`config.mk`:
```
export PLATFORM = sky130hd
export DESIGN_NAME = object_header_parser
export DESIGN_NICKNAME = d
export VERILOG_FILES = /design/src/ohp_pkg.sv /design/src/object_header_parser.sv /design/src/ohp_core.sv /design/src/ohp_rfifo.sv
export SDC_FILE = /design/constraint.sdc
export NUM_CORES = 1
export LEC_CHECK = 0
export BUFFER_PORTS_ARGS = -buffer_cell sky130_fd_sc_hd__buf_2
export CORE_UTILIZATION = 33
export DETAILED_ROUTE_END_ITERATION = 8
export SLEW_MARGIN = 0
export SYNTH_ARGS = -nofsm -noshare
export SYNTH_HDL_FRONTEND = slang
export SYNTH_HIERARCHICAL = 1
export SYNTH_SLANG_ARGS = --single-unit
```
`constraint.sdc`:
```
create_clock -name clk -period 12.8 [get_ports clk]
set_input_delay 1.28 -clock clk [delete_from_list [all_inputs] [get_ports clk]]
set_output_delay 1.28 -clock clk [all_outputs]
set_load 0.01 [all_outputs]
```
`src/ohp_pkg.sv`:
```
package ohp_pkg;

	typedef enum logic [3:0] {
		PH_IDLE,
		PH_MAGIC,
		PH_HASH,
		PH_TYPE,
		PH_ALEN,
		PH_AUTHOR,
		PH_TS,
		PH_NDIMS,
		PH_DIM,
		PH_DTYPE,
		PH_CLEN,
		PH_STOP
	} phase_t;

	localparam logic [2:0] KIND_TYPE   = 3'd0;
	localparam logic [2:0] KIND_AUTHOR = 3'd1;
	localparam logic [2:0] KIND_NDIMS  = 3'd2;
	localparam logic [2:0] KIND_DIM    = 3'd3;
	localparam logic [2:0] KIND_DTYPE  = 3'd4;
	localparam logic [2:0] KIND_CLEN   = 3'd5;
	localparam logic [2:0] KIND_DONE   = 3'd6;
	localparam logic [2:0] KIND_ERROR  = 3'd7;

	localparam logic [1:0] ERR_NONE      = 2'd0;
	localparam logic [1:0] ERR_MAGIC     = 2'd1;
	localparam logic [1:0] ERR_DIMS      = 2'd2;
	localparam logic [1:0] ERR_EARLY_END = 2'd3;

	localparam logic [31:0] MAGIC_RESET = 32'h4E4D_4C02;

	// skip field lengths, counted as last byte index
	localparam logic [2:0] SKIP_LAST = 3'd7;
	localparam logic [2:0] WORD_LAST = 3'd3;
	localparam logic [5:0] AUTHOR_MAX = 6'd63;

	typedef struct packed {
		logic [2:0]  kind;
		logic [31:0] value;
		logic [2:0]  dim_index;
		logic [1:0]  error_code;
		logic        last;
	} res_t;

endpackage

```
`src/object_header_parser.sv`:
```
// Object header parser: one stream byte per transfer, tagged field results out.
// With the result queue empty, a result is offered on the master side in the cycle after
// the byte's transfer. Throughput: one byte per cycle while ready is high; the last
// content-length byte yields two results, drained one per cycle while m_axis_tready is
// high from a four-entry result queue, and ready drops while fewer than two are free.
// Reset: arst_n clears the parser to idle, empties the result queue and loads the
// magic register with 0x4E4D4C02; bytes before an object start are dropped.
module object_header_parser import ohp_pkg::*; #(
	parameter int MAX_DIMS = 8
) (
	input  logic        clk,
	input  logic        arst_n,
	// byte stream in
	input  logic        s_axis_tvalid,
	output logic        s_axis_tready,
	input  logic [7:0]  s_axis_tdata,   // [7:0] data_byte
	input  logic [1:0]  s_axis_tuser,   // [0] object_start, [1] stream_end
	// result stream out
	output logic        m_axis_tvalid,
	input  logic        m_axis_tready,
	output logic [39:0] m_axis_tdata,   // [31:0] value, [34:32] dim_index,
	                                    // [36:35] error_code, [39:37] zero
	output logic [2:0]  m_axis_tuser,   // [2:0] kind
	output logic        m_axis_tlast,   // last result of the header
	// magic register write
	input  logic        magic_we,
	input  logic [31:0] magic_wdata
);

	logic [31:0] magic_q;
	logic        in_xfer;
	logic        push0, push1;
	res_t        res0, res1;
	res_t        head;
	logic        room2;

	// Load the expected magic on every write; the fourth magic byte compares
	// against whatever value is held when it arrives.
	always_ff @(posedge clk or negedge arst_n) begin
		if (!arst_n) begin
			magic_q <= MAGIC_RESET;
		end else if (magic_we) begin
			magic_q <= magic_wdata;
		end
	end

	// Take a byte whenever the queue can absorb the worst case of two results,
	// even while up to two results are still waiting downstream.
	assign s_axis_tready = room2;
	assign in_xfer = s_axis_tvalid && s_axis_tready;

	// Advance the header state machine once per accepted byte.
	ohp_core #(
		.MAX_DIMS(MAX_DIMS)
	) u_core (
		.clk          (clk),
		.arst_n       (arst_n),
		.step         (in_xfer),
		.data_byte    (s_axis_tdata),
		.object_start (s_axis_tuser[0]),
		.stream_end   (s_axis_tuser[1]),
		.magic        (magic_q),
		.push0        (push0),
		.push1        (push1),
		.res0         (res0),
		.res1         (res1)
	);

	// Queue results so the byte side keeps moving while the master side stalls.
	ohp_rfifo u_rfifo (
		.clk    (clk),
		.arst_n (arst_n),
		.push0  (push0 && in_xfer),
		.push1  (push1 && in_xfer),
		.res0   (res0),
		.res1   (res1),
		.pop    (m_axis_tvalid && m_axis_tready),
		.room2  (room2),
		.valid  (m_axis_tvalid),
		.head   (head)
	);

	assign m_axis_tdata = {3'b000, head.error_code, head.dim_index, head.value};
	assign m_axis_tuser = head.kind;
	assign m_axis_tlast = head.last;

endmodule

```
`src/ohp_core.sv`:
```
module ohp_core import ohp_pkg::*; #(
	parameter int MAX_DIMS = 8
) (
	input  logic        clk,
	input  logic        arst_n,
	input  logic        step,
	input  logic [7:0]  data_byte,
	input  logic        object_start,
	input  logic        stream_end,
	input  logic [31:0] magic,
	output logic        push0,
	output logic        push1,
	output res_t        res0,
	output res_t        res1
);

	localparam int DW = $clog2(MAX_DIMS + 1);

	phase_t       phase_q, ph, phase_n;
	logic [2:0]   fcnt_q, fc, fc_n;
	logic [31:0]  word_q, wd, wd_n, shw;
	logic [7:0]   arem_q, ar, ar_n;
	logic [5:0]   aemit_q, ae, ae_n;
	logic [DW-1:0] dtot_q, dt, dt_n;
	logic [DW-1:0] ddone_q, dd, dd_n;
	logic [15:0]  boff_q, bo, bo_n;

	always_comb begin
		ph  = object_start ? PH_MAGIC : phase_q;
		fc  = object_start ? '0 : fcnt_q;
		wd  = object_start ? '0 : word_q;
		ar  = object_start ? '0 : arem_q;
		ae  = object_start ? '0 : aemit_q;
		dt  = object_start ? '0 : dtot_q;
		dd  = object_start ? '0 : ddone_q;
		bo  = object_start ? '0 : boff_q;
		phase_n = ph;
		fc_n = fc;
		wd_n = wd;
		ar_n = ar;
		ae_n = ae;
		dt_n = dt;
		dd_n = dd;
		bo_n = bo;
		shw  = {wd[23:0], data_byte};
		push0 = 1'b0;
		push1 = 1'b0;
		res0 = '0;
		res1 = '0;
		if (ph == PH_IDLE || ph == PH_STOP) begin
			phase_n = ph;
		end else if (stream_end) begin
			phase_n = PH_STOP;
			push0 = 1'b1;
			res0.kind = KIND_ERROR;
			res0.error_code = ERR_EARLY_END;
			res0.last = 1'b1;
		end else begin
			bo_n = bo + 16'd1;
			case (ph)
				PH_MAGIC: begin
					wd_n = shw;
					if (fc == WORD_LAST) begin
						fc_n = '0;
						if (shw != magic) begin
							phase_n = PH_STOP;
							push0 = 1'b1;
							res0.kind = KIND_ERROR;
							res0.error_code = ERR_MAGIC;
							res0.last = 1'b1;
						end else begin
							wd_n = '0;
							phase_n = PH_HASH;
						end
					end else begin
						fc_n = fc + 3'd1;
					end
				end
				PH_HASH, PH_TS: begin
					if (fc == SKIP_LAST) begin
						fc_n = '0;
						phase_n = (ph == PH_HASH) ? PH_TYPE : PH_NDIMS;
					end else begin
						fc_n = fc + 3'd1;
					end
				end
				PH_TYPE: begin
					phase_n = PH_ALEN;
					push0 = 1'b1;
					res0.kind = KIND_TYPE;
					res0.value = 32'(data_byte);
				end
				PH_ALEN: begin
					ar_n = data_byte;
					ae_n = '0;
					phase_n = (data_byte == 8'd0) ? PH_TS : PH_AUTHOR;
				end
				PH_AUTHOR: begin
					if (ae < AUTHOR_MAX) begin
						ae_n = ae + 6'd1;
						push0 = 1'b1;
						res0.kind = KIND_AUTHOR;
						res0.value = 32'(data_byte);
					end
					ar_n = ar - 8'd1;
					if (ar_n == 8'd0) begin
						phase_n = PH_TS;
					end
				end
				PH_NDIMS: begin
					push0 = 1'b1;
					if (int'(data_byte) > MAX_DIMS) begin
						phase_n = PH_STOP;
						res0.kind = KIND_ERROR;
						res0.error_code = ERR_DIMS;
						res0.last = 1'b1;
					end else begin
						dt_n = DW'(data_byte);
						dd_n = '0;
						fc_n = '0;
						wd_n = '0;
						phase_n = (data_byte == 8'd0) ? PH_DTYPE : PH_DIM;
						res0.kind = KIND_NDIMS;
						res0.value = 32'(data_byte);
					end
				end
				PH_DIM: begin
					wd_n = shw;
					if (fc == WORD_LAST) begin
						fc_n = '0;
						wd_n = '0;
						dd_n = dd + DW'(1);
						if (dd_n >= dt) begin
							phase_n = PH_DTYPE;
						end
						push0 = 1'b1;
						res0.kind = KIND_DIM;
						res0.value = shw;
						res0.dim_index = 3'(dd);
					end else begin
						fc_n = fc + 3'd1;
					end
				end
				PH_DTYPE: begin
					fc_n = '0;
					wd_n = '0;
					phase_n = PH_CLEN;
					push0 = 1'b1;
					res0.kind = KIND_DTYPE;
					res0.value = 32'(data_byte);
				end
				PH_CLEN: begin
					wd_n = shw;
					if (fc == WORD_LAST) begin
						fc_n = '0;
						phase_n = PH_STOP;
						push0 = 1'b1;
						push1 = 1'b1;
						res0.kind = KIND_CLEN;
						res0.value = shw;
						res1.kind = KIND_DONE;
						res1.value = 32'(bo_n);
						res1.last = 1'b1;
					end else begin
						fc_n = fc + 3'd1;
					end
				end
				default: begin
					phase_n = PH_STOP;
				end
			endcase
		end
	end

	always_ff @(posedge clk or negedge arst_n) begin
		if (!arst_n) begin
			phase_q <= PH_IDLE;
			fcnt_q  <= '0;
			word_q  <= '0;
			arem_q  <= '0;
			aemit_q <= '0;
			dtot_q  <= '0;
			ddone_q <= '0;
			boff_q  <= '0;
		end else if (step) begin
			phase_q <= phase_n;
			fcnt_q  <= fc_n;
			word_q  <= wd_n;
			arem_q  <= ar_n;
			aemit_q <= ae_n;
			dtot_q  <= dt_n;
			ddone_q <= dd_n;
			boff_q  <= bo_n;
		end
	end

endmodule

```
`src/ohp_rfifo.sv`:
```
module ohp_rfifo import ohp_pkg::*; (
	input  logic clk,
	input  logic arst_n,
	input  logic push0,
	input  logic push1,
	input  res_t res0,
	input  res_t res1,
	input  logic pop,
	output logic room2,
	output logic valid,
	output res_t head
);

	localparam int DEPTH = 4;
	localparam int AW = $clog2(DEPTH);

	res_t          mem_q [DEPTH];
	logic [AW-1:0] wr_q, rd_q;
	logic [AW:0]   count_q;
	logic [AW:0]   npush;

	assign npush = push1 ? (AW+1)'(2) : (push0 ? (AW+1)'(1) : '0);
	assign valid = (count_q != '0);
	assign room2 = (count_q <= (AW+1)'(DEPTH - 2));
	assign head  = mem_q[rd_q];

	always_ff @(posedge clk or negedge arst_n) begin
		if (!arst_n) begin
			wr_q    <= '0;
			rd_q    <= '0;
			count_q <= '0;
		end else begin
			wr_q    <= wr_q + AW'(npush);
			rd_q    <= rd_q + AW'(pop);
			count_q <= count_q + npush - (AW+1)'(pop);
		end
	end

	always_ff @(posedge clk) begin
		if (push0) begin
			mem_q[wr_q] <= res0;
		end
		if (push1) begin
			mem_q[wr_q + AW'(1)] <= res1;
		end
	end

`ifndef NO_ASSERTIONS
	a_count_bound: assert property (@(posedge clk) disable iff (!arst_n)
		count_q <= (AW+1)'(DEPTH))
		else $error("result queue over capacity");

	a_push_order: assert property (@(posedge clk) disable iff (!arst_n)
		push1 |-> push0)
		else $error("second result pushed without first");

	a_push_room: assert property (@(posedge clk) disable iff (!arst_n)
		push0 |-> room2)
		else $error("result pushed without room for two");

	a_pop_drain: assert property (@(posedge clk) disable iff (!arst_n)
		(pop && !push0) |=> (count_q == $past(count_q) - (AW+1)'(1)))
		else $error("queue count did not drop on pop");
`endif

endmodule

```
### Yosys cells after proc, flatten, opt, wreduce, memory -nomap -nowiden

Memory sizes are Yosys's and may differ from the RTL's.
Index checks and enable logic that the tools add are counted.
Widths: inputs -> output; s select.

| storage, ports and cells | value |
|---|---|
| flip-flop bits (word level) | 116 |
| memory bits (writable) | 164 |
| input port bits | 47 |
| output and inout bits | 46 |
| memories | 1 |

Memory list:

| name | depth | bits a word | rd ports | clocked after memory_dff | write ports | line | source |
|---|---|---|---|---|---|---|---|
| u_rfifo.mem_q | 4 | 41 | 1 | 0 | 2 | ohp_rfifo.sv:17 | `res_t mem_q [DEPTH];` |

| operators by class | value |
|---|---|
| add/subtract/negate cells | 10 |
| magnitude comparators | 4 |
| equal/unequal tests | 14 |
| multiplexer cells | 91 |
| reduce and logical (&&, ||, !) cells | 14 |

Operators with widths:

| operator | count |
|---|---|
| $pmux 32 s5 | 2 |
| $mux 32 | 7 |
| $mux 35 | 6 |
| $mux 4 | 21 |
| $mux 16 | 3 |
| $mux 3 | 16 |
| $mux 41 | 1 |
| $mux 37 | 1 |
| $pmux 4 s9 | 1 |
| $mux 33 | 1 |
| $mux 8 | 4 |
| $ne 32x32->1 | 1 |
| $mux 6 | 4 |
| $pmux 3 s6 | 1 |
| $add 16x1->16 const B | 1 |
| $eq 4x3->1 const B | 4 |
| $eq 4x4->1 const B | 4 |
| $logic_not 8->1 | 2 |
| $pmux 8 s2 | 1 |
| $mux 1 | 15 |
| $pmux 3 s4 | 1 |
| $pmux 6 s2 | 1 |
| $eq 4x2->1 const B | 2 |
| $gt 8x4->1 const B | 1 |
| other kinds (25) | 32 |

### Logic depth before layout (Yosys ltp)

| depth | value |
|---|---|
| word-level depth | 12 |
| mapped depth | 21 |
| depth with buffers taken out | 13 |

### Hierarchy

The synthesis kept the hierarchy.

By module, submodules not included:

| module | times used | cells an instance | area each (um^2) |
|---|---|---|---|
| ohp_rfifo | 1 | 434 | 8344.3 |
| ohp_core | 1 | 785 | 5950.7 |
| object_header_parser | 1 | 76 | 1411.4 |

### Worst setup path before layout

Ideal clock, no wire load.

| timing | value |
|---|---|
| kind | input -> register |
| start | input s_axis_tuser[0] |
| end | memory u_rfifo/mem_q[2][0] (netlist bit), enable pin |
| library setup time | 0.496 ns |
| arrival | 6.735 ns |
| data required time | 12.304 ns |
| slack | 5.568 ns |
| cell stages on the path | 15 |
| path buffers | 5 |
| path through | clkbuf_1 -> buf_2 -> buf_2 -> clkbuf_1 -> clkbuf_1 -> nor2b_1 -> ha_1 -> and4b_1 -> and3_1 -> nor2_1 -> nor2_1 -> a41oi_1 -> and3_1 -> nand2b_1 -> o21ai_0 |

RTL lines:

| item | line | source |
|---|---|---|
| from (decl) | object_header_parser.sv:17 | `input logic [1:0] s_axis_tuser,` |
| to (decl) | ohp_rfifo.sv:17 |  |

==> flow_metrics.py <==
metrics = {
    "pwr": {
        "p_comb_frac": 0.290,
        "seqPwrFrac": 0.405,
        "peakVddDrop_uv": 99.07,
        "p_total_uw": 2874,
        "switchingPower_uw": 970.0,
        "power-per-cell-area_nw_per_um2": 164.6,
        "p_int_uw": 1904,
        "p_sw_frac": 0.3375,
        "p_leak_uw": 0.006812,
        "p_clk_frac": 0.305,
    },
    "setup_path": {
        "crit_slowest_cell": "or3_1",
        "worstPathCellList": "buf_2 -> buf_4 -> inv_1 -> nand2_1 -> ha_1 -> nand3_1 -> or3_1 -> inv_1 -> and3_1 -> nand3b_4 -> o21ai_4 -> buf_4",
        "required_ns": 13.02,
        "crit_fanout": 66,
        "endpoint_kind": "register",
        "start_kind": "primary input",
        "crit_type": "in -> reg",
        "r2r_setup_slack_ns": 8.10,
        "r2r-end": "u_rfifo/mem_q[2][37]",
        "r2r.worst_path.cells": 10,
        "r2r-start": "u_core/fcnt_q[0]",
        "crit_arrival_ns": 6.02,
        "slowest_delay_ns": 0.63,
    },
    "timing": {
        "finClkSkew_ns": 0.01186,
        "tns_ns": 0,
        "hold_viol": 0,
        "worst_slew_pin_slew_ns": 1.063,
        "min_period_over_period": 0.4528,
        "slew_viol_final": 0,
        "rsz0062_at_grt": "false",
        "finalSetupViolCount": 0,
        "min_period_ns": 5.796,
        "setup_slack_ns": 7.004,
        "slew_headroom": 0.2876,
        "max_freq_mhz": 172.5,
    },
    "place": {
        "pre_cts_slack_ns": 6.444,
        "portBuffers": 89,
        "gp_congestion": 0.8899,
        "dp_hpwl_um": 25550,
    },
    "finish": {
        "diodes": 0,
        "final_nets": 1398,
        "fillCellCount": 4480,
        "drive_above_1_share": 0.3088,
        "syn2layout_area_growth_pct": 11.18,
    },
    "grt": {
        "grt_pass1_wl_um": 61350,
        "gr-total-overflow": 0,
        "grt_max_degree": 67,
        "grt_pass1_vias": 10526,
        "antenna_found_initial": 1,
        "grt_util_all_layers": 0.1631,
    },
    "synth": {
        "async_flop_share": 0.3971,
        "synth_cell_type_count": 82,
        "synth_cells": 1295,
        "synth_ff_type": "edfxtp_1",
        "syn-cell-area_um2": 15710,
        "synth_seq_cells": 272,
        "synth.yosys.seq_area_share": 0.4866,
        "ys_warn_count": 6,
        "synth_edf_count": 164,
        "avgSynthCellArea_um2": 12.13,
    },
    "clocking": {
        "clock-root-buffer": "clkbuf_16",
        "hold_buffers": 0,
        "ctsLongestPathBuffers": 3,
        "clk_latency_ns": 0.58,
        "cts.sinks": 272,
        "cts_tree": "built",
        "numCtsBuffers": 30,
        "cts_resized": 0,
        "clk_pin_slew_worst_paths_ns": 0.06,
        "cts.htree.levels": 1,
        "postCtsSetupRepairBufs": 0,
    },
    "min_path": {
        "hold_path_class": "reg -> reg",
        "min_to": "u_core/fcnt_q[2]",
        "min_from": "u_core/fcnt_q[2]",
        "min_path_cells": 1,
    },
    "route": {
        "dr.pass1.iters": 9,
        "wire_per_inst_um": 19.91,
        "ant_nets": 0,
        "wl_met3_um": 2265,
        "vias": 10497,
        "met2_length_um": 17520,
        "dr.max_layer_used": "met5",
        "drtIter0Drc": 787,
        "vias_per_cell": 5.337,
        "routed_wl_um": 39170,
        "met1_length_um": 18590,
        "drc": 12,
    },
    "status": {
        "status": "finished, violations left",
        "violations": "design-rule violations",
    },
    "run": {
        "cap_violations": 0,
    },
    "floorplan": {
        "die_w_um": 220.2,
        "num_rows": 79,
        "dieHeight_um": 220.2,
        "die_area_um2": 48470,
        "core_area_um2": 46750,
        "start_util": 0.3359,
        "top_level_ports": 93,
    },
}
cell usage after synthesis, types with 12 or more instances:
cell type  instances  area share
edfxtp_1         164        0.31
mux2_2           150        0.11
dfrtp_1           96        0.15
nand2_1           94       0.022
nor2_1            85       0.020
o21ai_0           63       0.020
mux4_2            41       0.059
mux2_4            40       0.038
clkbuf_1          39      0.0093
a21oi_1           37       0.012
and2_1            33       0.013
buf_4             32       0.015
o31ai_1           32       0.015
xnor2_1           32       0.018
buf_2             31      0.0099
nand3_1           27      0.0086
inv_1             24      0.0057
a22o_1            15      0.0084
nor3_1            15      0.0048
ha_1              14       0.011
nand4_1           14      0.0056
xor2_1            14      0.0078
dfstp_2           12       0.020
flip-flops by register name, summed over array words and instances, names as in the netlist, 4 cells and up:
| name | cells |
|---|---|
| u_rfifo/mem_q | 164 |
| magic_q | 32 |
| u_core/word_q | 24 |
| u_core/boff_q | 16 |
| u_core/arem_q | 8 |
| u_core/aemit_q | 6 |
| u_core/ddone_q | 4 |
| u_core/dtot_q | 4 |
| u_core/phase_q | 4 |
worst max path at each step:
stage | from | to | slack [ns]
final | s_axis_tuser[0] | u_rfifo/mem_q[2][37] | 7.00
after global placement | s_axis_tuser[0] | u_rfifo/mem_q[2][24] | 6.60
after floorplan | s_axis_tuser[0] | u_rfifo/mem_q[2][0] | 5.57
after global routing | s_axis_tuser[0] | u_rfifo/mem_q[2][26] | 6.60
after CTS | s_axis_tuser[0] | u_rfifo/mem_q[2][21] | 7.07
after detailed placement | s_axis_tuser[0] | u_rfifo/mem_q[2][24] | 6.44
power groups by stage:
| stage | combinational (uW) | sequential, uW | clock [uW] |
|---|---|---|---|
| 2_1_floorplan | 652 | 1100 | 0 |
| 3_3_place_gp | 838 | 1170 | 0 |
| 3_5_place_dp | 845 | 1180 | 0 |
| 4_1_cts | 849 | 1160 | 900 |
| 5_1_grt | 920 | 1180 | 932 |
| 6_report | 835 | 1160 | 877 |
logic make-up after synthesis:
kind of cell	share of synthesized area
mux	0.2114
buf+inv	0.05051
other cells	0.0004782
flops	0.4866
fa+ha+maj	0.01243
compound gates	0.09679
simple gates	0.1161
xor+xnor	0.02565
cells in the final DEF, fill, tap and decap left out, drive strengths merged, types with 11 or more instances in the layout:
master,synthesis,routed
mux2,196,196
edfxtp,164,164
buf,79,104
dfrtp,96,96
nand2,94,94
nor2,85,85
o21ai,73,73
mux4,41,41
a21oi,37,37
clkbuf,39,36
and2,33,33
xnor2,32,32
o31ai,32,32
nand3,28,28
conb,2,25
inv,24,24
nor3,18,18
clkinv,0,16
a22o,15,15
nand4,14,14
xor2,14,14
ha,14,14
dfstp,12,12
nand2b,11,11
nor2b,11,11
per-layer routing:
metal  up-vias  track usage
met5         -            0
li1       4876            -
met3        58      0.02777
met4         2      0.03908
met1      5249       0.2362
met2       312       0.2527
area by class of cell:
class,count,area [um^2],share of cell area
Inverter,24,90.09,0.005159
Tap cell,607,759.5,0.04349
Timing Repair Buffer,104,560.5,0.03210
Sequential cell,272,7645,0.4378
Multi-Input combinational cell,904,7405,0.4240
Clock inverter,20,198.9,0.01139
Clock buffer,36,803.3,0.04600
worst max-delay path, delay by kind of cell:
kind	cells	cell delay (ns)
AOI/OAI and AO/OA	1	0.41
adders and majority gates	1	0.35
buffers and inverters	5	1.88
and+or+nand+nor	5	1.99
through the flow:
stage	util	std cells	cell area, um^2	hold WS [ns]
2_1_floorplan	-	1318	15790	0.4565
3_3_place_gp	0.3520	1911	16460	0.4860
3_5_place_dp	0.3520	1911	16460	0.4890
4_1_cts	0.3735	1967	17460	0.5028
5_1_grt	0.3735	1967	17460	0.5241
6_report	0.3735	1967	17460	0.5013
No activity file was read; power rests on OpenSTA's default activity.
